File: config.mk
export PLATFORM = sky130hd
export DESIGN_NAME = user_id_field_splitter_flat
export DESIGN_NICKNAME = d
export VERILOG_FILES = /design/src/sv/uidfs_pkg.sv /design/src/sv/uidfs_if.sv /design/src/sv/uidfs_core.sv /design/src/sv/uidfs_oq.sv /design/src/sv/user_id_field_splitter.sv /design/src/flat_wrapper.sv
export SDC_FILE = /design/constraint.sdc
export NUM_CORES = 1
export LEC_CHECK = 0
export BUFFER_PORTS_ARGS = -buffer_cell sky130_fd_sc_hd__buf_2
export CORE_MARGIN = 8
export CORE_UTILIZATION = 63
export DETAILED_ROUTE_END_ITERATION = 10
export PLACE_DENSITY = 0.81
export SYNTH_ARGS = -nofsm -noshare
export SYNTH_HDL_FRONTEND = slang
export SYNTH_SLANG_ARGS = --single-unit
File: constraint.sdc
create_clock -name clk -period 6.9 [get_ports clk]
set_input_delay 0.345 -clock clk [delete_from_list [all_inputs] [get_ports clk]]
set_output_delay 0.345 -clock clk [all_outputs]
set_load 0.01 [all_outputs]
File: src/sv/uidfs_pkg.sv
// shared types and constants of the user id field splitter
`timescale 1ns / 1ps

package uidfs_pkg;

  localparam int unsigned MAX_LEN_DEF = 256;
  localparam int unsigned POS_OUT_W   = 9;
  localparam int unsigned DEPTH_W     = 8;
  localparam logic [DEPTH_W-1:0] DEPTH_MAX = 8'd255;
  localparam int unsigned OQ_DEPTH    = 4;
  localparam int unsigned OQ_AW       = $clog2(OQ_DEPTH);

  localparam logic [7:0] CH_LT    = 8'h3C;
  localparam logic [7:0] CH_GT    = 8'h3E;
  localparam logic [7:0] CH_LPAR  = 8'h28;
  localparam logic [7:0] CH_RPAR  = 8'h29;
  localparam logic [7:0] CH_SPACE = 8'h20;
  localparam logic [7:0] CH_TAB   = 8'h09;

  localparam logic [1:0] KIND_NAME    = 2'd0;
  localparam logic [1:0] KIND_EMAIL   = 2'd1;
  localparam logic [1:0] KIND_COMMENT = 2'd2;
  localparam logic [1:0] KIND_SUMMARY = 2'd3;

  typedef struct packed {
    logic [1:0]           field_kind;
    logic [POS_OUT_W-1:0] start_pos;
    logic [POS_OUT_W-1:0] end_pos;
    logic                 found_any;
    logic                 last_out;
  } result_t;

  typedef struct packed {
    logic [1:0] cnt;
    result_t    r0;
    result_t    r1;
  } push_t;

endpackage

File: src/sv/uidfs_if.sv
// handshake interfaces for the input byte channel and the result channel
`timescale 1ns / 1ps

interface uidfs_in_if;
  logic       valid;
  logic       ready;
  logic [7:0] ch;
  logic       is_last;

  modport source (output valid, output ch, output is_last, input ready);
  modport sink (input valid, input ch, input is_last, output ready);
endinterface

interface uidfs_out_if;
  logic                                valid;
  logic                                ready;
  logic [1:0]                          field_kind;
  logic [uidfs_pkg::POS_OUT_W-1:0]     start_pos;
  logic [uidfs_pkg::POS_OUT_W-1:0]     end_pos;
  logic                                found_any;
  logic                                last_out;

  modport source (output valid, output field_kind, output start_pos, output end_pos,
                  output found_any, output last_out, input ready);
  modport sink (input valid, input field_kind, input start_pos, input end_pos,
                input found_any, input last_out, output ready);
endinterface

File: src/sv/uidfs_core.sv
// input register, parse state and per-byte field detection
`timescale 1ns / 1ps

module uidfs_core #(
  parameter int unsigned MAX_LEN = uidfs_pkg::MAX_LEN_DEF
) (
  input  logic             clk,
  input  logic             rst_n,
  uidfs_in_if.sink         in_ch,
  input  logic             room,
  output uidfs_pkg::push_t push
);

  localparam int unsigned POS_W = $clog2(MAX_LEN + 1);
  localparam logic [POS_W-1:0] POS_MAX = POS_W'(MAX_LEN);

  logic                          ireg_v_r;
  logic [7:0]                    ch_r;
  logic                          last_r;
  logic                          adv;

  logic [POS_W-1:0]              pos_r, pos_nxt;
  logic [POS_W-1:0]              seg_r, seg_nxt;
  logic [uidfs_pkg::DEPTH_W-1:0] ad_r, ad_nxt;
  logic [uidfs_pkg::DEPTH_W-1:0] pd_r, pd_nxt;
  logic                          in_name_r, in_name_nxt;
  logic                          name_f_r, name_f_nxt;
  logic                          email_f_r, email_f_nxt;
  logic                          cmt_f_r, cmt_f_nxt;

  uidfs_pkg::result_t            f_res, n_res, s_res;
  logic                          f_v, n_v, s_v;
  uidfs_pkg::push_t              push_c;

  function automatic logic [POS_W-1:0] sat_inc(input logic [POS_W-1:0] v);
    sat_inc = (v >= POS_MAX) ? POS_MAX : v + 1'b1;
  endfunction

  assign adv         = ireg_v_r && room;
  assign in_ch.ready = !ireg_v_r || room;

  always_ff @(posedge clk) begin
    if (!rst_n) begin
      ireg_v_r <= 1'b0;
    end else if (in_ch.valid && in_ch.ready) begin
      ireg_v_r <= 1'b1;
    end else if (adv) begin
      ireg_v_r <= 1'b0;
    end
  end

  always_ff @(posedge clk) begin
    if (in_ch.valid && in_ch.ready) begin
      ch_r   <= in_ch.ch;
      last_r <= in_ch.is_last;
    end
  end

  always_comb begin
    pos_nxt     = pos_r;
    seg_nxt     = seg_r;
    ad_nxt      = ad_r;
    pd_nxt      = pd_r;
    in_name_nxt = in_name_r;
    name_f_nxt  = name_f_r;
    email_f_nxt = email_f_r;
    cmt_f_nxt   = cmt_f_r;
    f_v         = 1'b0;
    n_v         = 1'b0;
    s_v         = 1'b0;
    f_res       = '0;
    n_res       = '0;
    s_res       = '0;

    if (ad_r != '0) begin
      if (ch_r == uidfs_pkg::CH_LT) begin
        if (ad_r < uidfs_pkg::DEPTH_MAX) ad_nxt = ad_r + 1'b1;
      end else if (ch_r == uidfs_pkg::CH_GT) begin
        ad_nxt = ad_r - 1'b1;
        if (ad_nxt == '0 && !email_f_r) begin
          f_v              = 1'b1;
          f_res.field_kind = uidfs_pkg::KIND_EMAIL;
          f_res.start_pos  = uidfs_pkg::POS_OUT_W'(seg_r);
          f_res.end_pos    = uidfs_pkg::POS_OUT_W'(pos_r);
          email_f_nxt      = 1'b1;
          seg_nxt          = sat_inc(pos_r);
        end
      end
    end else if (pd_r != '0) begin
      if (ch_r == uidfs_pkg::CH_LPAR) begin
        if (pd_r < uidfs_pkg::DEPTH_MAX) pd_nxt = pd_r + 1'b1;
      end else if (ch_r == uidfs_pkg::CH_RPAR) begin
        pd_nxt = pd_r - 1'b1;
        if (pd_nxt == '0 && !cmt_f_r) begin
          f_v              = 1'b1;
          f_res.field_kind = uidfs_pkg::KIND_COMMENT;
          f_res.start_pos  = uidfs_pkg::POS_OUT_W'(seg_r);
          f_res.end_pos    = uidfs_pkg::POS_OUT_W'(pos_r);
          cmt_f_nxt        = 1'b1;
          seg_nxt          = sat_inc(pos_r);
        end
      end
    end else if (ch_r == uidfs_pkg::CH_LT || ch_r == uidfs_pkg::CH_LPAR) begin
      if (in_name_r) begin
        if (!name_f_r) begin
          f_v              = 1'b1;
          f_res.field_kind = uidfs_pkg::KIND_NAME;
          f_res.start_pos  = uidfs_pkg::POS_OUT_W'(seg_r);
          f_res.end_pos    = uidfs_pkg::POS_OUT_W'(pos_r);
          name_f_nxt       = 1'b1;
          seg_nxt          = sat_inc(pos_r);
        end
        in_name_nxt = 1'b0;
      end else if (ch_r == uidfs_pkg::CH_LT) begin
        seg_nxt = sat_inc(pos_r);
      end
      if (ch_r == uidfs_pkg::CH_LT) begin
        ad_nxt = uidfs_pkg::DEPTH_W'(1);
      end else begin
        pd_nxt = uidfs_pkg::DEPTH_W'(1);
      end
    end else if (!in_name_r && ch_r != uidfs_pkg::CH_SPACE && ch_r != uidfs_pkg::CH_TAB) begin
      in_name_nxt = 1'b1;
    end

    pos_nxt = sat_inc(pos_r);

    if (last_r) begin
      if (in_name_nxt && !name_f_nxt) begin
        n_v              = 1'b1;
        n_res.field_kind = uidfs_pkg::KIND_NAME;
        n_res.start_pos  = uidfs_pkg::POS_OUT_W'(seg_nxt);
        n_res.end_pos    = uidfs_pkg::POS_OUT_W'(pos_nxt);
      end
      s_v              = 1'b1;
      s_res.field_kind = uidfs_pkg::KIND_SUMMARY;
      s_res.found_any  = name_f_nxt || n_v || email_f_nxt || cmt_f_nxt;
      s_res.last_out   = 1'b1;
      pos_nxt          = '0;
      seg_nxt          = '0;
      ad_nxt           = '0;
      pd_nxt           = '0;
      in_name_nxt      = 1'b0;
      name_f_nxt       = 1'b0;
      email_f_nxt      = 1'b0;
      cmt_f_nxt        = 1'b0;
    end
  end

  // pack up to two results into the queue slots, in model order
  always_comb begin
    push_c = '0;
    if (f_v) begin
      push_c.r0  = f_res;
      push_c.r1  = n_v ? n_res : s_res;
      push_c.cnt = (n_v || s_v) ? 2'd2 : 2'd1;
    end else if (n_v) begin
      push_c.r0  = n_res;
      push_c.r1  = s_res;
      push_c.cnt = s_v ? 2'd2 : 2'd1;
    end else begin
      push_c.r0  = s_res;
      push_c.r1  = s_res;
      push_c.cnt = s_v ? 2'd1 : 2'd0;
    end
    if (!adv) push_c.cnt = 2'd0;
  end

  assign push = push_c;

  always_ff @(posedge clk) begin
    if (!rst_n) begin
      pos_r     <= '0;
      seg_r     <= '0;
      ad_r      <= '0;
      pd_r      <= '0;
      in_name_r <= 1'b0;
      name_f_r  <= 1'b0;
      email_f_r <= 1'b0;
      cmt_f_r   <= 1'b0;
    end else if (adv) begin
      pos_r     <= pos_nxt;
      seg_r     <= seg_nxt;
      ad_r      <= ad_nxt;
      pd_r      <= pd_nxt;
      in_name_r <= in_name_nxt;
      name_f_r  <= name_f_nxt;
      email_f_r <= email_f_nxt;
      cmt_f_r   <= cmt_f_nxt;
    end
  end

endmodule

File: src/sv/uidfs_oq.sv
// result queue taking up to two items per cycle and giving one while out_ch is ready
`timescale 1ns / 1ps

module uidfs_oq (
  input  logic             clk,
  input  logic             rst_n,
  input  uidfs_pkg::push_t push,
  output logic             room,
  uidfs_out_if.source      out_ch
);

  localparam int unsigned CNT_W = uidfs_pkg::OQ_AW + 1;

  uidfs_pkg::result_t            mem_r [uidfs_pkg::OQ_DEPTH];
  logic [uidfs_pkg::OQ_AW-1:0]   wp_r, wp_nxt;
  logic [uidfs_pkg::OQ_AW-1:0]   rp_r, rp_nxt;
  logic [CNT_W-1:0]              cnt_r, cnt_nxt;
  logic                          pop;
  uidfs_pkg::result_t            head;

  assign room = cnt_r <= CNT_W'(uidfs_pkg::OQ_DEPTH - 2);
  assign pop  = out_ch.valid && out_ch.ready;

  always_comb begin
    wp_nxt  = wp_r + uidfs_pkg::OQ_AW'(push.cnt);
    rp_nxt  = pop ? rp_r + 1'b1 : rp_r;
    cnt_nxt = cnt_r + CNT_W'(push.cnt) - CNT_W'(pop);
  end

  always_ff @(posedge clk) begin
    if (!rst_n) begin
      wp_r  <= '0;
      rp_r  <= '0;
      cnt_r <= '0;
    end else begin
      wp_r  <= wp_nxt;
      rp_r  <= rp_nxt;
      cnt_r <= cnt_nxt;
    end
  end

  always_ff @(posedge clk) begin
    if (push.cnt != 2'd0) mem_r[wp_r] <= push.r0;
    if (push.cnt == 2'd2) mem_r[wp_r + 1'b1] <= push.r1;
  end

  assign head              = mem_r[rp_r];
  assign out_ch.valid      = cnt_r != '0;
  assign out_ch.field_kind = head.field_kind;
  assign out_ch.start_pos  = head.start_pos;
  assign out_ch.end_pos    = head.end_pos;
  assign out_ch.found_any  = head.found_any;
  assign out_ch.last_out   = head.last_out;

endmodule

File: src/sv/user_id_field_splitter.sv
// top level of the user id field splitter
//
// in_ch carries one byte of a user id string per item, with is_last on its
// final byte. out_ch carries the fields found: kind, start and end position,
// and on the final byte a summary item with last_out set and found_any.
// An accepted byte is held in the input register; when it advances, its
// results are written into a four-entry result queue and appear on out_ch
// from the queue. One byte is taken every cycle while the queue has room
// for two results; a byte that yields two results (a field plus the
// summary) writes both at once and the queue gives them out one by one.
// The input register advances only while the queue has space for two
// results, so a stalled receiver backs up into in_ch.ready after the
// queue fills; nothing is dropped. Reset clears the parse state,
// the input register and the queue; the block takes a byte in the first
// cycle after reset. Parse state also returns to its reset value after each
// final byte.
`timescale 1ns / 1ps

module user_id_field_splitter #(
  parameter int unsigned MAX_LEN = uidfs_pkg::MAX_LEN_DEF
) (
  input logic         clk,
  input logic         rst_n,
  uidfs_in_if.sink    in_ch,
  uidfs_out_if.source out_ch
);

  uidfs_pkg::push_t push;
  logic             room;

  uidfs_core #(
    .MAX_LEN (MAX_LEN)
  ) u_core (
    .clk   (clk),
    .rst_n (rst_n),
    .in_ch (in_ch),
    .room  (room),
    .push  (push)
  );

  uidfs_oq u_oq (
    .clk    (clk),
    .rst_n  (rst_n),
    .push   (push),
    .room   (room),
    .out_ch (out_ch)
  );

endmodule

File: src/flat_wrapper.sv
// flat-port wrapper written by rule: the top's interface ports become plain ports
module user_id_field_splitter_flat 
#(
  parameter int unsigned MAX_LEN = uidfs_pkg::MAX_LEN_DEF
)
  (clk, rst_n, in_ch_valid, in_ch_ch, in_ch_is_last, in_ch_ready, out_ch_valid, out_ch_field_kind, out_ch_start_pos, out_ch_end_pos, out_ch_found_any, out_ch_last_out, out_ch_ready);
  uidfs_in_if in_ch_i ();
  uidfs_out_if out_ch_i ();
  input logic clk;
  input logic rst_n;
  input wire logic [$bits(in_ch_i.valid)-1:0] in_ch_valid;
  input wire logic [$bits(in_ch_i.ch)-1:0] in_ch_ch;
  input wire logic [$bits(in_ch_i.is_last)-1:0] in_ch_is_last;
  output wire logic [$bits(in_ch_i.ready)-1:0] in_ch_ready;
  output wire logic [$bits(out_ch_i.valid)-1:0] out_ch_valid;
  output wire logic [$bits(out_ch_i.field_kind)-1:0] out_ch_field_kind;
  output wire logic [$bits(out_ch_i.start_pos)-1:0] out_ch_start_pos;
  output wire logic [$bits(out_ch_i.end_pos)-1:0] out_ch_end_pos;
  output wire logic [$bits(out_ch_i.found_any)-1:0] out_ch_found_any;
  output wire logic [$bits(out_ch_i.last_out)-1:0] out_ch_last_out;
  input wire logic [$bits(out_ch_i.ready)-1:0] out_ch_ready;
  assign in_ch_i.valid = in_ch_valid;
  assign in_ch_i.ch = in_ch_ch;
  assign in_ch_i.is_last = in_ch_is_last;
  assign in_ch_ready = in_ch_i.ready;
  assign out_ch_valid = out_ch_i.valid;
  assign out_ch_field_kind = out_ch_i.field_kind;
  assign out_ch_start_pos = out_ch_i.start_pos;
  assign out_ch_end_pos = out_ch_i.end_pos;
  assign out_ch_found_any = out_ch_i.found_any;
  assign out_ch_last_out = out_ch_i.last_out;
  assign out_ch_i.ready = out_ch_ready;
  user_id_field_splitter #(.MAX_LEN(MAX_LEN)) u_core (.clk(clk), .rst_n(rst_n), .in_ch(in_ch_i), .out_ch(out_ch_i));
endmodule
==> impl_metrics.tcl <==
set metrics [dict create \
    whs_ps 83.2 \
    worstSetupStartpointType "flop" \
    clock-sinks 145 \
    yosys_warnings 0 \
    critical_path_peak_fanout 28 \
    place_ws_ps 2560 \
    clk_latency_ps 440 \
    via_per_inst 6.81 \
    crit_slowest_cell "o21a_1" \
    leakage_nw 3.17 \
    synth_flop_cell "edfxtp_1" \
    outcome "complete, no violations" \
    clock.fmax_ghz 0.226 \
    dpl.hpwl_mm 13.8 \
    timing.final.crit_period_ps 4420 \
    diodes 0 \
    postCtsSetupBuffers 0 \
    rows 41 \
    remaining_drc_errors 0 \
    tightest_slew_ps 1180 \
    antenna_found_initial 0 \
    p_seq_share_pct 41.3 \
    p_sw_share_pct 28.6 \
    clkPwrFrac_pct 37.7 \
    layout_commonest_cell "edfxtp_1" \
    critPathArrivalTime_ps 4630 \
    slowest_delay_ps 800 \
    final_cells 945 \
    overflow 0 \
    setup_ws_ps 2480 \
    rrSetupSlack_ps 2480 \
    die_area_sq_um 16600 \
    path_buf_inv 1 \
    synth_cell_type_count 80 \
    fin_skew_ps 8.85 \
    grt_pass1_vias 6339 \
    final-setup-viol-count 0 \
    path_cells "or3_1, or4_1, nor4_1, o211a_1, o21a_1, buf_4, nor2_1, a2111oi_0" \
    ys_seq_area_share_pct 48.2 \
    cts.htree.levels 4 \
    finalCritPeriodShare_pct 64.1 \
    synth_fp_nets 769 \
    p_switching_w 0.000712 \
    cts_tree "done" \
    final_cell_mix "edfxtp_1, a21oi_1, nand2_1" \
    critPathCaptureType "flop" \
    rsz0062_at_grt "no" \
    p_per_area_nw_per_um2 279 \
    drt_iter0_markers 709 \
    power_w 0.00249 \
    wl_mm 20.6 \
    placed_cells 913 \
    layout.nets 784 \
    vdd_drop_max_mv 0.144 \
    grt_pass1_wl_mm 32.9 \
    cts_hold_buf 0 \
    max_slew_margin_pct 21.4 \
    gp_congestion 0.941 \
    first_pass_iters 6 \
    grt_max_degree 40 \
    cts_root_buffer "clkbuf_16" \
    post_cts_resized 0 \
    slew_violations 0 \
    grt.total_usage_pct 25.6 \
    drv_cap 0 \
    drive_above_1_share_pct 16.0 \
    crit_required_ps 7110 \
    ys_seq_elements 145 \
    initial_core_util_pct 64.1 \
    syn_inst 745 \
    avgRoutedWirePerCell_microns 21.7 \
    hold_viol 0 \
    synth_area_sq_um 8030 \
    core_area_sq_um 12500 \
    vias 6435 \
    clk_pin_slew_ps 60 \
    numCtsBuffers 17 \
    hold_path.class "in2reg" \
    path_class "reg2reg" \
    die_y_microns 129 \
    syn_avg_cell_area_sq_um 10.8 \
    ant_nets 0 \
    comb_power_share_pct 20.9 \
    synthArstFlopShare_pct 0 \
    fin_tns_setup_ps 0 \
    critPathTopFamily "simple AND/OR/NAND/NOR gates" \
    synth_edf_count 97 \
    portBuffers 36 \
    clk_path_buf_depth 2 \
    area_delta_synth_final_pct 11.1 \
    pin_count 37 \
    p_int_w 0.00177 \
    die_x_microns 129 \
]
-- registers in the layout, indices dropped and copies added (netlist names), named ones only --
signal,flops
u_core.u_oq.mem_r,88
u_core.u_core.pos_r,9
u_core.u_core.seg_r,9
u_core.u_core.ad_r,8
u_core.u_core.ch_r,8
u_core.u_core.pd_r,8
u_core.u_oq.cnt_r,3
u_core.u_oq.rp_r,2
u_core.u_oq.wp_r,2
u_core.u_core.cmt_f_r,1
u_core.u_core.email_f_r,1
u_core.u_core.in_name_r,1
u_core.u_core.ireg_v_r,1
u_core.u_core.last_r,1
u_core.u_core.name_f_r,1
-- final cells by class --
class / instances / area, sq um
Tap cell: 172 / 215
Inverter: 13 / 48.8
Fill cell: 925 / 3600
Clock inverter: 13 / 163
Multi-Input combinational cell: 538 / 3940
Timing Repair Buffer: 45 / 248
Clock buffer: 19 / 433
Sequential cell: 145 / 3870
-- synthesized netlist by cell type, types with 6 or more instances --
library cell	n	area [sq um]
edfxtp_1	97	2910
a21oi_1	74	370
nand2_1	54	203
nor2_1	52	195
dfxtp_1	48	961
clkbuf_1	36	135
nor3_1	30	150
a22o_1	22	193
mux4_2	22	495
o21a_1	17	128
o21ai_0	17	85.1
mux2i_1	16	160
a22oi_1	15	113
a2bb2o_1	15	150
a21boi_0	13	97.6
and2_1	12	75.1
inv_1	12	45.0
nor2b_1	12	75.1
nand3_1	11	55.1
ha_1	10	125
and3_1	9	56.3
nor4_1	9	56.3
or3_1	9	56.3
a31oi_1	8	50.1
xnor2_1	8	70.1
nand4_1	7	43.8
o2bb2ai_1	7	61.3
a32o_1	6	60.1
buf_2	6	30.0
-- per-layer routing --
metal,vias to the layer above,part of all wire [%],track usage [%]
met4,0,3.5,12.5
met5,-,0,0
met1,3162,39,29.3
met2,288,51,44.2
met3,67,6.6,5.96
li1,2918,-,-
-- power groups by stage --
stage                     combinational (W)  clock, W  sequential (W)
after floorplan                    0.000379         0         0.00102
after global placement             0.000509         0         0.00104
after detailed placement           0.000521         0         0.00104
after CTS                          0.000524  0.000938         0.00103
after global routing               0.000568  0.000974         0.00103
final                              0.000521  0.000938         0.00103
-- kinds of logic (layout without fill, tap and decap cells) --
kind of cell,Yosys count,in the layout,synth area share [%]
muxes,39,39,8.31
buffers and inverters,62,90,3.15
AOI/OAI and AO/OA,231,231,20.6
adders and majority gates,11,11,1.81
xor gates and xnor gates,12,12,1.31
DFF,145,145,48.2
and+or+nand+nor,245,245,16.5
-- worst paths after layout --
path,startpoint,end,cells past startpoint
setup reg to reg,u_core.u_core.ad_r[2],u_core.u_oq.mem_r[2][10],8
hold reg to reg,u_core.u_core.email_f_r,u_core.u_core.email_f_r,2
setup / recovery,u_core.u_core.ad_r[2],u_core.u_oq.mem_r[2][10],8
hold / removal,in_ch_ch[3],u_core.u_core.ch_r[3],1
-- metrics by stage --
| step | area (sq um) | utilization [%] |
|---|---|---|
| 2_1_floorplan | 8030 | - |
| 3_3_place_gp | 8320 | 66.5 |
| 3_5_place_dp | 8320 | 66.5 |
| 4_1_cts | 8920 | 71.2 |
| 5_1_grt | 8920 | 71.2 |
| 6_report | 8920 | 71.2 |
Note: power is estimated with default switching activity, not from simulation.
